**src/hw/rtl/vrsv_pkg.sv**
```systemverilog
// Package for the vote record stream validator.
// Holds field widths, record phase codes, status codes and register indexes.
// No dependencies.
`timescale 1ns / 1ps

package vrsv_pkg;

   localparam int BYTE_W    = 8;
   localparam int TOTAL_W   = 16;
   localparam int PHASE_W   = 3;
   localparam int STATUS_W  = 2;
   localparam int CSR_IDX_W = 2;
   localparam int CSR_DAT_W = 16;
   localparam int RSP_DAT_W = 16;

   // record phases; codes above PH_DONE behave as a finished record
   localparam logic [PHASE_W-1:0] PH_COUNT   = 3'd0;
   localparam logic [PHASE_W-1:0] PH_NAMELEN = 3'd1;
   localparam logic [PHASE_W-1:0] PH_NAME    = 3'd2;
   localparam logic [PHASE_W-1:0] PH_PLO     = 3'd3;
   localparam logic [PHASE_W-1:0] PH_PHI     = 3'd4;
   localparam logic [PHASE_W-1:0] PH_DONE    = 3'd5;

   localparam logic [STATUS_W-1:0] ST_OK      = 2'd0;
   localparam logic [STATUS_W-1:0] ST_LEN     = 2'd1;
   localparam logic [STATUS_W-1:0] ST_CONTENT = 2'd2;

   localparam logic [CSR_IDX_W-1:0] REG_MAX_VOTES = 2'd0;
   localparam logic [CSR_IDX_W-1:0] REG_MIN_NAME  = 2'd1;
   localparam logic [CSR_IDX_W-1:0] REG_MAX_NAME  = 2'd2;
   localparam logic [CSR_IDX_W-1:0] REG_REQ_TOTAL = 2'd3;

   localparam logic [BYTE_W-1:0]  RST_MAX_VOTES = 8'd53;
   localparam logic [BYTE_W-1:0]  RST_MIN_NAME  = 8'd1;
   localparam logic [BYTE_W-1:0]  RST_MAX_NAME  = 8'd20;
   localparam logic [TOTAL_W-1:0] RST_REQ_TOTAL = 16'd10000;

   localparam logic [TOTAL_W-1:0] PERCENT_MIN = 16'd1;
   localparam logic [TOTAL_W-1:0] PERCENT_MAX = 16'd10000;

   localparam logic [BYTE_W-1:0] CHAR_LOW  = 8'h20;
   localparam logic [BYTE_W-1:0] CHAR_HIGH = 8'h7E;

endpackage

```
**src/hw/rtl/vote_record_stream_validator.sv**
```systemverilog
// Vote record stream validator: one byte per beat, one status beat per frame.
// Depends on vrsv_pkg for widths, phase codes and status codes.
`timescale 1ns / 1ps

// Takes one record byte per beat on req_ (tlast marks the frame's last byte)
// and returns one status beat on rsp_ the cycle after the last byte is taken.
// A byte is accepted every cycle; the record state advances in a single pass
// of compares and one 16-bit add, and the status sits in an output register
// that is refilled in the same cycle it is taken, so req_tready drops only
// while a status beat waits unread. rsp_tdata carries status in bits [1:0]
// (0 ok, 1 wrong length, 2 content error) and the frame's count byte in
// bits [9:2]. Write limits through csr_ only while no frame is open; the block does not enforce it.
module vote_record_stream_validator (
   input  logic                            clock,
   input  logic                            reset,
   // configuration
   input  logic                            csr_we,
   input  logic [vrsv_pkg::CSR_IDX_W-1:0]  csr_index,
   input  logic [vrsv_pkg::CSR_DAT_W-1:0]  csr_wdata,
   // record bytes
   input  logic                            req_tvalid,
   output logic                            req_tready,
   input  logic [vrsv_pkg::BYTE_W-1:0]     req_tdata,   // [7:0] data_byte
   input  logic                            req_tlast,   // frame_end
   // status
   output logic                            rsp_tvalid,
   input  logic                            rsp_tready,
   output logic [vrsv_pkg::RSP_DAT_W-1:0]  rsp_tdata    // [1:0] status, [9:2] vote_count
);
   import vrsv_pkg::*;

   logic [BYTE_W-1:0]   max_votes_ff, min_name_ff, max_name_ff;
   logic [TOTAL_W-1:0]  req_total_ff;

   logic [PHASE_W-1:0]  phase_ff, phase_in;
   logic [BYTE_W-1:0]   votes_left_ff, votes_left_in;
   logic [BYTE_W-1:0]   name_left_ff, name_left_in;
   logic                bad_char_ff, bad_char_in;
   logic [BYTE_W-1:0]   pct_low_ff, pct_low_in;
   logic [TOTAL_W-1:0]  total_ff, total_in;
   logic [STATUS_W-1:0] first_err_ff, first_err_in;
   logic [BYTE_W-1:0]   count_ff, count_in;

   logic                rsp_valid_ff, rsp_valid_in;
   logic [STATUS_W-1:0] rsp_status_ff, rsp_status_in;
   logic [BYTE_W-1:0]   rsp_count_ff, rsp_count_in;

   logic                beat;
   logic                last_beat;
   logic [BYTE_W-1:0]   b;
   logic [TOTAL_W-1:0]  pct;
   logic [TOTAL_W-1:0]  sum;
   logic [BYTE_W-1:0]   name_dec;
   logic [BYTE_W-1:0]   votes_dec;
   logic                bad_now;
   logic [STATUS_W-1:0] frame_status;

   assign req_tready = !rsp_valid_ff || rsp_tready;
   assign beat       = req_tvalid && req_tready;
   assign last_beat  = beat && req_tlast;
   assign b          = req_tdata;

   assign pct       = {b, pct_low_ff};
   assign sum       = total_ff + pct;
   assign name_dec  = name_left_ff - 8'd1;
   assign votes_dec = votes_left_ff - 8'd1;
   assign bad_now   = bad_char_ff || (b < CHAR_LOW) || (b > CHAR_HIGH);

   always_comb begin
      phase_in      = phase_ff;
      votes_left_in = votes_left_ff;
      name_left_in  = name_left_ff;
      bad_char_in   = bad_char_ff;
      pct_low_in    = pct_low_ff;
      total_in      = total_ff;
      first_err_in  = first_err_ff;
      count_in      = count_ff;

      // after an error, drop bytes until the frame ends
      if (first_err_ff == ST_OK) begin
         unique case (phase_ff)
            PH_COUNT: begin
               count_in = b;
               if (b > max_votes_ff) begin
                  first_err_in = ST_CONTENT;
               end else if (b == '0) begin
                  phase_in = PH_DONE;
               end else begin
                  votes_left_in = b;
                  phase_in      = PH_NAMELEN;
               end
            end
            PH_NAMELEN: begin
               if (b < min_name_ff || b > max_name_ff) begin
                  first_err_in = ST_CONTENT;
               end else begin
                  name_left_in = b;
                  bad_char_in  = 1'b0;
                  phase_in     = (b == '0) ? PH_PLO : PH_NAME;
               end
            end
            PH_NAME: begin
               bad_char_in  = bad_now;
               name_left_in = name_dec;
               if (name_dec == '0) begin
                  if (bad_now) begin
                     first_err_in = ST_CONTENT;
                  end else begin
                     phase_in = PH_PLO;
                  end
               end
            end
            PH_PLO: begin
               pct_low_in = b;
               phase_in   = PH_PHI;
            end
            PH_PHI: begin
               if (pct < PERCENT_MIN || pct > PERCENT_MAX) begin
                  first_err_in = ST_CONTENT;
               end else begin
                  total_in      = sum;
                  votes_left_in = votes_dec;
                  if (votes_dec == '0) begin
                     // count is nonzero here, so the total check applies
                     if (sum != req_total_ff) begin
                        first_err_in = ST_CONTENT;
                     end
                     phase_in = PH_DONE;
                  end else begin
                     phase_in = PH_NAMELEN;
                  end
               end
            end
            default: begin
               first_err_in = ST_LEN;
            end
         endcase
      end

      priority if (first_err_in != ST_OK) begin
         frame_status = first_err_in;
      end else if (phase_in < PH_DONE) begin
         frame_status = ST_LEN;
      end else begin
         frame_status = ST_OK;
      end

      rsp_status_in = rsp_status_ff;
      rsp_count_in  = rsp_count_ff;
      if (last_beat) begin
         rsp_status_in = frame_status;
         rsp_count_in  = count_in;
      end
      priority if (last_beat) begin
         rsp_valid_in = 1'b1;
      end else if (rsp_tready) begin
         rsp_valid_in = 1'b0;
      end else begin
         rsp_valid_in = rsp_valid_ff;
      end
   end

   always_ff @(posedge clock) begin
      if (reset) begin
         max_votes_ff <= RST_MAX_VOTES;
         min_name_ff  <= RST_MIN_NAME;
         max_name_ff  <= RST_MAX_NAME;
         req_total_ff <= RST_REQ_TOTAL;
      end else if (csr_we) begin
         unique case (csr_index)
            REG_MAX_VOTES: max_votes_ff <= csr_wdata[BYTE_W-1:0];
            REG_MIN_NAME:  min_name_ff  <= csr_wdata[BYTE_W-1:0];
            REG_MAX_NAME:  max_name_ff  <= csr_wdata[BYTE_W-1:0];
            REG_REQ_TOTAL: req_total_ff <= csr_wdata[TOTAL_W-1:0];
            default: ;
         endcase
      end
   end

   always_ff @(posedge clock) begin
      if (reset || last_beat) begin
         phase_ff      <= PH_COUNT;
         votes_left_ff <= '0;
         name_left_ff  <= '0;
         bad_char_ff   <= 1'b0;
         pct_low_ff    <= '0;
         total_ff      <= '0;
         first_err_ff  <= ST_OK;
         count_ff      <= '0;
      end else if (beat) begin
         phase_ff      <= phase_in;
         votes_left_ff <= votes_left_in;
         name_left_ff  <= name_left_in;
         bad_char_ff   <= bad_char_in;
         pct_low_ff    <= pct_low_in;
         total_ff      <= total_in;
         first_err_ff  <= first_err_in;
         count_ff      <= count_in;
      end
   end

   always_ff @(posedge clock) begin
      if (reset) begin
         rsp_valid_ff <= 1'b0;
      end else begin
         rsp_valid_ff <= rsp_valid_in;
      end
      rsp_status_ff <= rsp_status_in;
      rsp_count_ff  <= rsp_count_in;
   end

   assign rsp_tvalid = rsp_valid_ff;
   assign rsp_tdata  = {{(RSP_DAT_W - STATUS_W - BYTE_W){1'b0}}, rsp_count_ff, rsp_status_ff};

`ifndef SYNTH
   a_last_gives_status: assert property (@(posedge clock) disable iff (reset)
      last_beat |=> rsp_valid_ff)
      else $error("status beat missing after frame end");

   a_frame_cleared: assert property (@(posedge clock) disable iff (reset)
      last_beat |=> (phase_ff == PH_COUNT) && (first_err_ff == ST_OK) && (total_ff == '0))
      else $error("frame state not cleared after frame end");

   a_no_spurious_status: assert property (@(posedge clock) disable iff (reset)
      (beat && !req_tlast && (!rsp_valid_ff || rsp_tready)) |=> !rsp_valid_ff)
      else $error("status beat raised without frame end");

   a_status_code: assert property (@(posedge clock) disable iff (reset)
      rsp_valid_ff |-> (rsp_status_ff == ST_OK || rsp_status_ff == ST_LEN
                        || rsp_status_ff == ST_CONTENT))
      else $error("undefined status code");

   a_error_freezes: assert property (@(posedge clock) disable iff (reset)
      (beat && !req_tlast && first_err_ff != ST_OK) |=> $stable(phase_ff) && $stable(total_ff))
      else $error("record state moved after an error");
`endif

endmodule

```
**config.mk**
```make
export PLATFORM = sky130hd
export DESIGN_NAME = vote_record_stream_validator
export DESIGN_NICKNAME = d
export VERILOG_FILES = /design/src/hw/rtl/vrsv_pkg.sv /design/src/hw/rtl/vote_record_stream_validator.sv
export SDC_FILE = /design/constraint.sdc
export NUM_CORES = 1
export LEC_CHECK = 0
export BUFFER_PORTS_ARGS = -buffer_cell sky130_fd_sc_hd__buf_2
export CAP_MARGIN = 20
export CORE_UTILIZATION = 31
export CTS_CLUSTER_DIAMETER = 80
export DETAILED_ROUTE_END_ITERATION = 10
export SLEW_MARGIN = 10
export SYNTH_ARGS = -nofsm -noshare
export SYNTH_HDL_FRONTEND = slang
export SYNTH_SLANG_ARGS = --single-unit
```
**constraint.sdc**
```tcl
create_clock -name clock -period 3.2 [get_ports clock]
set_input_delay 0.64 -clock clock [delete_from_list [all_inputs] [get_ports clock]]
set_output_delay 0.64 -clock clock [all_outputs]
set_load 0.01 [all_outputs]
```
==> results_dict.tcl, run 1 <==
set metrics [dict create \
    grt_max_degree 41 \
    outcome "complete, no violations" \
    fin_setup_tns_ns 0 \
    grt_usage_pct 17.64 \
    dr.pass1.iters 5 \
    routed_wl_um 18800 \
    start_util_pct 31.64 \
    place_ws_ns -0.05128 \
    antenna_cells 0 \
    layout.cells.non_filler 1182 \
    whs_ns 0.4614 \
    clockRootBuffer "clkbuf_16" \
    fin_skew_ns 0.01752 \
    dp_hpwl_um 14130 \
    hold_class "reg2reg" \
    finalCriticalPeriod_ns 3.015 \
    drv_slew 0 \
    cts_tree "yes" \
    die_h_um 148.7 \
    grt_pass1_wl_um 30330 \
    worst_slack_ns 0.1848 \
    viasPerCell 5.227 \
    setup_violations 0 \
    place_congestion 0.9076 \
    slew_headroom_pct 57.97 \
    synthCells 840 \
    irDropWorstVdd_v 0.0002175 \
    placementRows 53 \
    overflow 0 \
    power_density_mw_per_mm2 405.6 \
    synth_area_mm2 0.006673 \
    worstSetupStartpointType "register" \
    crit_fanout 4 \
    ctsHoldBuffers 0 \
    async_flop_share_pct 0 \
    clk_pin_slew_ns 0.08 \
    synth-edff-count 10 \
    clk_path_buf_depth 2 \
    core_mm2 0.02109 \
    critPathCaptureType "register" \
    drcViolationCount 0 \
    utilization_pct 36.60 \
    rsz0062_at_grt "no" \
    die_area_mm2 0.02211 \
    insertion_delay_ns 0.37 \
    ys_ff_latch 105 \
    vias 6178 \
    grt_pass1_vias 5819 \
    die_w_um 148.7 \
    dpl.cell_count 1166 \
    ys_seq_area_share_pct 33.00 \
    nets 977 \
    leakagePower_nw 3.082 \
    reg2reg_slack_ns 0.18 \
    drive_gt1_share_pct 16.54 \
    drt-initial-drc-count 445 \
    area_delta_synth_final_pct 15.66 \
    cts-htree-levels 3 \
    syn_avg_cell_area_um2 7.944 \
    ys_types 79 \
    io_buffers 43 \
    cp.required_ns 3.44 \
    antenna_found_initial 0 \
    critPathKind "reg2reg" \
    cts.sinks 105 \
    tightest_slew_ns 0.6282 \
    wire_per_inst_um 15.91 \
    drv_cap 0 \
    fin_crit_sh_pct 94.22 \
    io_pins 50 \
    max_freq_ghz 0.3317 \
    synthFlopType "dfxtp_1" \
    ys.warnings.count 0 \
    hold_viol 0 \
    cts_made_buffers 9 \
    critical_path_arrival_ns 3.26 \
    ant_nets 0 \
]
[final timing paths]
kind                                  end                        from  cells past startpoint
min              total_ff[6]$_SDFFE_PP0P_    total_ff[6]$_SDFFE_PP0P_                      2
min reg2reg      total_ff[6]$_SDFFE_PP0P_    total_ff[6]$_SDFFE_PP0P_                      2
max reg2reg  first_err_ff[1]$_SDFFE_PP0P_  pct_low_ff[0]$_SDFFE_PP0P_                     11
max          first_err_ff[1]$_SDFFE_PP0P_  pct_low_ff[0]$_SDFFE_PP0P_                     11
[cell usage after synthesis (5+ instances only)]
library cell | n | area, µm²
nor4b_1 | 5 | 43.79
o211ai_1 | 8 | 60.06
ha_1 | 42 | 525.5
and3_1 | 9 | 56.30
o21a_1 | 5 | 37.54
a21o_1 | 5 | 37.54
mux2_2 | 8 | 90.09
nor4_1 | 6 | 37.54
a211o_1 | 8 | 70.07
nor3_1 | 25 | 125.1
dfxtp_1 | 95 | 1902
buf_4 | 8 | 60.06
nand2_1 | 122 | 457.9
nand3_1 | 21 | 105.1
nor2_1 | 87 | 326.6
xor2_1 | 8 | 70.07
inv_1 | 40 | 150.1
nor2b_1 | 9 | 56.30
o21ai_0 | 38 | 190.2
xnor2_1 | 17 | 148.9
nand4_1 | 11 | 68.82
nand2b_1 | 9 | 56.30
nand3b_1 | 8 | 60.06
mux2i_1 | 15 | 150.1
edfxtp_1 | 10 | 300.3
a211oi_1 | 8 | 60.06
or2_2 | 7 | 43.79
a21oi_1 | 85 | 425.4
a2111oi_0 | 5 | 43.79
clkbuf_1 | 29 | 108.9
nor3b_1 | 5 | 37.54
[cells by family after synthesis]
family | Yosys count | share of synthesized area [%]
AND/OR/NAND/NOR | 341 | 24.02
AO/OA/AOI/OAI | 213 | 20.95
flip-flops | 105 | 33.00
buffers and inverters | 86 | 5.850
adder cells (fa/ha/maj) | 43 | 8.175
XOR/XNOR | 28 | 4.350
multiplexers | 23 | 3.600
other | 1 | 0.05620
[critical path: stages (launching register included)]
cell	delay, ns
dfxtp_1	0.34
ha_1	0.26
fa_2	0.40
a21oi_2	0.21
o22ai_1	0.14
mux2i_1	0.21
buf_4	0.14
nand4_1	0.08
a2111oi_1	0.45
nand4_1	0.24
o41ai_1	0.32
a21oi_1	0.10
[cells in the final DEF (no fill, tap or decap), types with 10 or more instances in the layout]
cell	netlist	final
nand2_1	122	122
dfxtp_1	95	95
nor2_1	87	87
a21oi_1	85	82
buf_4	8	49
buf_2	3	43
ha_1	42	42
inv_1	40	40
o21ai_0	38	38
nor3_1	25	25
nand3_1	21	21
xnor2_1	17	17
mux2i_1	15	15
nand4_1	11	11
edfxtp_1	10	10
[cell type report]
type | instances | area (µm²)
clock buffers | 12 | 256.5
clock inverters | 4 | 35.03
fillers | 2213 | 13370
inverters | 40 | 150.1
multi-input cells | 654 | 4146
flip-flops and latches | 105 | 2202
well taps | 275 | 344.1
repair buffers | 92 | 583.1
[routing by layer]
metal | up-vias | routed length, µm | GRT usage (%)
li1 | 3106 | - | -
met1 | 2874 | 9296 | 24.68
met2 | 177 | 8185 | 27.36
met3 | 21 | 1048 | 3.650
met4 | 0 | 272 | 4.536
met5 | - | 0 | 0
[stage by stage]
| stage | cell area (µm²) | total power, mW |
|---|---|---|
| after floorplan | 6691 | 1.834 |
| final | 7717 | 3.130 |
| after CTS | 7675 | 3.139 |
| after global placement | 7378 | 2.021 |
| after detailed placement | 7378 | 2.026 |
| after global routing | 7717 | 3.273 |
[power breakdown]
group / switching, mW / total [mW] / leakage, nW / internal, mW
combinational: 0.336 / 0.572 / 2.07 / 0.236
sequential: 0.0458 / 1.43 / 0.866 / 1.39
clock: 0.544 / 1.12 / 0.144 / 0.581
total: 0.926 / 3.13 / 3.08 / 2.20
[flip-flops by register name (all words and copies together), names as in the netlist]
name and cells:
first_err_ff 2, max_name_ff 8, min_name_ff 8, rsp_status_ff 2
phase_ff 3, rsp_tvalid 1, total_ff 16, rsp_count_ff 8
req_total_ff 16, name_left_ff 8, max_votes_ff 8, pct_low_ff 8
count_ff 8, votes_left_ff 8, bad_char_ff 1
[what timing repair did]
| action | CTS | global route |
|---|---|---|
| setup buffers | 0 | 0 |
| resized for setup | 2 | 10 |
| pin swaps | 0 | 0 |
| endpoints found under the setup margin | 1 | 3 |
(Power assumes the default switching activity.)
==> inputs of run 2 (changes only) <==
Settings changed: PLACE_DENSITY_LB_ADDON from default to 0.3.
==> results_dict.tcl, run 2 (synthesis results as in run 1) <==
set metrics [dict create \
    outcome "complete, no violations" \
    wire_per_inst_um 16.19 \
    fin_skew_ns 0.007018 \
    viasPerCell 5.197 \
    routed_wl_um 19250 \
    grt_pass1_vias 5607 \
    ctsHoldBuffers 0 \
    io_pins 50 \
    drv_slew 0 \
    antenna_cells 0 \
    final_cell_mix "122 x nand2_1, 93 x dfxtp_1, 86 x nor2_1" \
    worst_slack_ns 0.1324 \
    irDropWorstVdd_v 0.0002161 \
    vias 6179 \
    hold_class "reg2reg" \
    clk_path_buf_depth 2 \
    rsz0062_at_grt "yes" \
    drv_cap 0 \
    insertion_delay_ns 0.36 \
    placementRows 53 \
    power_density_mw_per_mm2 399.3 \
    critPathKind "reg2reg" \
    dpl.cell_count 1171 \
    critical_path_arrival_ns 3.18 \
    hold_depth 2 \
    wl_met3_um 716 \
    layout.cells.non_filler 1189 \
    crit_fanout 3 \
    dp_hpwl_um 14300 \
    slew_headroom_pct 52.94 \
    cp.required_ns 3.31 \
    tightest_slew_ns 0.7059 \
    place_ws_ns -0.2688 \
    placed_area_mm2 0.007416 \
    ant_nets 0 \
    place_congestion 0.9134 \
    die_w_um 148.7 \
    start_util_pct 31.64 \
    max_freq_ghz 0.3260 \
    io_buffers 43 \
    worstSetupStartpointType "register" \
    clockRootBuffer "clkbuf_16" \
    grt_usage_pct 17.82 \
    holdPathEnd "min_name_ff[6]$_SDFFE_PP0P_" \
    power.total_mw 3.131 \
    top_layer "met4" \
    r2r-end "rsp_status_ff[1]$_SDFFCE_PN0P_" \
    die_h_um 148.7 \
    dr.pass1.iters 5 \
    reg2reg_slack_ns 0.13 \
    drive_gt1_share_pct 18.05 \
    drt-initial-drc-count 490 \
    dr_wl_met2_um 8586 \
    hold_viol 0 \
    reg2reg_depth 11 \
    finalCriticalPeriod_ns 3.068 \
    grt_max_degree 43 \
    setup_violations 0 \
    timing.rr.start "pct_low_ff[0]$_SDFFE_PP0P_" \
    cts_tree "yes" \
    cts_made_buffers 9 \
    area_delta_synth_final_pct 17.49 \
    grt_pass1_wl_um 30520 \
    overflow 0 \
    hold_start "min_name_ff[6]$_SDFFE_PP0P_" \
    reg_top3 "req_total_ff x16, total_ff x16" \
    drcViolationCount 0 \
    core_mm2 0.02109 \
    die_area_mm2 0.02211 \
    critPathCaptureType "register" \
    fin_crit_sh_pct 95.86 \
    cts.sinks 105 \
    final_area_mm2 0.007840 \
    cts-htree-levels 3 \
    leakagePower_nw 3.117 \
    antenna_found_initial 0 \
    nets 984 \
    clk_pin_slew_ns 0.08 \
    final_common_cell "nand2_1" \
    drt-met1-wl_um 9690 \
]
run 2: cell types whose count changed in the layout (fill, tap and decap cells not counted), moves of 2 or more:
cell / change
a2111oi_1: -2
a2111oi_4: +2
a21oi_1: +2
a21oi_2: -3
buf_4: +7
dfxtp_1: -2
dfxtp_2: +2
ha_1: -2
run 2: layer usage:
layer / track usage [%] / vias to the layer above
li1: - / 3125
met1: 25.37 / 2910
met2: 27.43 / 125
met3: 3.098 / 19
met4: 4.897 / 0
met5: 0 / -
run 2: critical path, stage by stage (launching register included):
cell,delay (ns)
dfxtp_2,0.34
ha_4,0.16
fa_2,0.40
a21o_1,0.18
and3_2,0.23
mux2_2,0.31
a2111oi_4,0.32
buf_4,0.16
o2111a_1,0.16
nand4_1,0.17
nor4_2,0.31
o31ai_1,0.09
run 2: final cells by class:
type	instances	area, µm²
Clock buffer	10	239.0
Inverter	40	150.1
Multi-Input combinational cell	654	4217
Sequential cell	105	2205
Fill cell	2239	13250
Clock inverter	6	50.05
Timing Repair Buffer	99	635.6
Tap cell	275	344.1
run 2: report_power, final:
| group | switching [mW] | total [mW] | internal [mW] | leakage (nW) |
|---|---|---|---|---|
| Combinational | 0.337 | 0.578 | 0.241 | 2.11 |
| Sequential | 0.0454 | 1.43 | 1.39 | 0.867 |
| Clock | 0.558 | 1.12 | 0.562 | 0.141 |
run 2: timing repair:
item,in CTS,in global routing
setup buffers,0,2
pin swaps,0,6
gates resized for setup,4,21
setup endpoints to repair,2,3
run 2: per-stage QoR:
step | hold slack (ns) | utilization [%] | setup TNS, ns
CTS | 0.4608 | 36.59 | 0
global placement | 0.4432 | 35.17 | -0.2326
floorplan | 0.4329 | - | 0
detailed placement | 0.4498 | 35.17 | -0.4454
global route | 0.4782 | 37.18 | -0.006782
finish | 0.4587 | 37.18 | 0
run 2: worst max-delay path by stage:
| stage | end | slack [ns] | startpoint |
|---|---|---|---|
| after global routing | rsp_status_ff[1]$_SDFFCE_PN0P_ | -0.007 | pct_low_ff[6]$_SDFFE_PP0P_ |
| after floorplan | rsp_status_ff[1]$_SDFFCE_PN0P_ | 0.40 | pct_low_ff[0]$_SDFFE_PP0P_ |
| final | rsp_status_ff[1]$_SDFFCE_PN0P_ | 0.13 | pct_low_ff[0]$_SDFFE_PP0P_ |
| after detailed placement | rsp_status_ff[1]$_SDFFCE_PN0P_ | -0.27 | req_tdata[0] |
| after global placement | rsp_status_ff[1]$_SDFFCE_PN0P_ | -0.16 | req_tdata[0] |
| after CTS | rsp_status_ff[1]$_SDFFCE_PN0P_ | 0.04 | pct_low_ff[0]$_SDFFE_PP0P_ |
==> inputs of run 3 (changes only) <==
Settings changed: BUFFER_PORTS_ARGS -buffer_cell sky130_fd_sc_hd__buf_2 to -buffer_cell sky130_fd_sc_hd__buf_4.
==> results_dict.tcl, run 3 (synthesis results as in run 1) <==
set metrics [dict create \
    clk_pin_slew_ns 0.08 \
    die_w_um 148.7 \
    p_switching_mw 0.9316 \
    drv_cap 0 \
    whs_ns 0.4557 \
    switching_share_pct 29.98 \
    max_freq_ghz 0.3299 \
    p_seq_share_pct 46.1 \
    tightest_slew_ns 0.7124 \
    fin_skew_ns 0.01052 \
    final_common_cell "nand2_1" \
    antenna_found_initial 0 \
    post_cts_resized 0 \
    p_int_mw 2.176 \
    vias 5973 \
    worstSetupStartpointType "register" \
    wire_per_inst_um 15.71 \
    utilization_pct 36.73 \
    slew_headroom_pct 52.51 \
    outcome "complete, no violations" \
    power.total_mw 3.108 \
    leakagePower_nw 3.074 \
    finalCriticalPeriod_ns 3.031 \
    post_cts_buffers 0 \
    dpl.cell_count 1158 \
    setup_violations 0 \
    grt_usage_pct 17.33 \
    grt_pass1_vias 5529 \
    die_h_um 148.7 \
    cts-htree-levels 3 \
    power_density_mw_per_mm2 401.2 \
    grt_max_degree 44 \
    dp_hpwl_um 13810 \
    hold_viol 0 \
    die_area_mm2 0.02211 \
    cts_tree "yes" \
    ant_nets 0 \
    io_buffers 43 \
    drive_gt1_share_pct 15.57 \
    critical_path_arrival_ns 3.14 \
    final_cell_mix "122 x nand2_1, 95 x dfxtp_1, 87 x nor2_1" \
    cp.required_ns 3.31 \
    ctsHoldBuffers 0 \
    grt_pass1_wl_um 29900 \
    area_delta_synth_final_pct 16.09 \
    layout.cells.non_filler 1174 \
    drcViolationCount 0 \
    critPathKind "reg2reg" \
    overflow 0 \
    clk_path_buf_depth 2 \
    routed_wl_um 18440 \
    core_mm2 0.02109 \
    nets 969 \
    clockRootBuffer "clkbuf_16" \
    irDropWorstVdd_v 0.0002291 \
    power_frac_comb_pct 18.4 \
    dr.pass1.iters 5 \
    io_pins 50 \
    drt-initial-drc-count 420 \
    drv_slew 0 \
    cts.sinks 105 \
    pwr-share-clk_pct 35.5 \
    crit_fanout 3 \
    fin_setup_tns_ns 0 \
    hold_class "reg2reg" \
    viasPerCell 5.088 \
    cts_made_buffers 9 \
    critPathCaptureType "register" \
    reg_top3 "req_total_ff x16, total_ff x16" \
    fin_crit_sh_pct 94.73 \
    start_util_pct 31.64 \
    insertion_delay_ns 0.36 \
    rsz0062_at_grt "no" \
    placementRows 53 \
    antenna_cells 0 \
    place_congestion 0.8499 \
]
[run 3: cell count changes in the layout (fill, tap and decap cells not counted), sizes merged]
cell    previous run  this run
inv               43        44
clkbuf            10         9
buf               99        84
[run 3: area by class of cell]
cell class,count,area (µm²)
Multi-Input combinational cell,654,4133
Clock buffer,9,225.2
Sequential cell,105,2202
Timing Repair Buffer,84,630.6
Inverter,40,150.1
Fill cell,2222,13340
Tap cell,275,344.1
Clock inverter,7,61.31
[run 3: power by group through the flow]
stage | Sequential, mW | Clock [mW] | Combinational (mW)
after floorplan | 1.45 | 0 | 0.384
after global placement | 1.46 | 0 | 0.562
after detailed placement | 1.46 | 0 | 0.565
after CTS | 1.43 | 1.14 | 0.567
after global routing | 1.44 | 1.18 | 0.636
final | 1.43 | 1.10 | 0.571
[run 3: worst max-delay path, stage by stage (launching register included)]
cell	delay, ns
dfxtp_1	0.32
ha_1	0.24
fa_1	0.44
a21o_1	0.19
a21oi_1	0.23
xnor3_4	0.39
nor4b_1	0.28
o2111a_1	0.23
nand4_1	0.18
nor4_2	0.20
o31ai_1	0.10
[run 3: path summary, 6_finish.rpt]
check | cells after the start | end | slack (ns) | start
setup / recovery | 10 | rsp_status_ff[1]$_SDFFCE_PN0P_ | 0.17 | pct_low_ff[0]$_SDFFE_PP0P_
hold / removal | 2 | max_name_ff[7]$_SDFFE_PP0P_ | 0.46 | max_name_ff[7]$_SDFFE_PP0P_
setup reg to reg | 10 | rsp_status_ff[1]$_SDFFCE_PN0P_ | 0.17 | pct_low_ff[0]$_SDFFE_PP0P_
hold reg to reg | 2 | max_name_ff[7]$_SDFFE_PP0P_ | 0.46 | max_name_ff[7]$_SDFFE_PP0P_
[run 3: per-stage QoR]
stage	setup WS, ns	cell area (µm²)
floorplan	0.4000	6691
global placement	-0.1629	7426
detailed placement	-0.1222	7426
CTS	0.01673	7712
global route	0.01418	7746
finish	0.1688	7746
[run 3: routing by layer]
metal	routed length (µm)	global-route usage, %	part of all wire, %	vias to the layer above
met4	251	4.691	1.4	0
li1	-	-	-	3088
met3	702	2.577	3.8	15
met5	0	0	0	-
met2	8093	26.12	44	142
met1	9391	25.42	51	2728
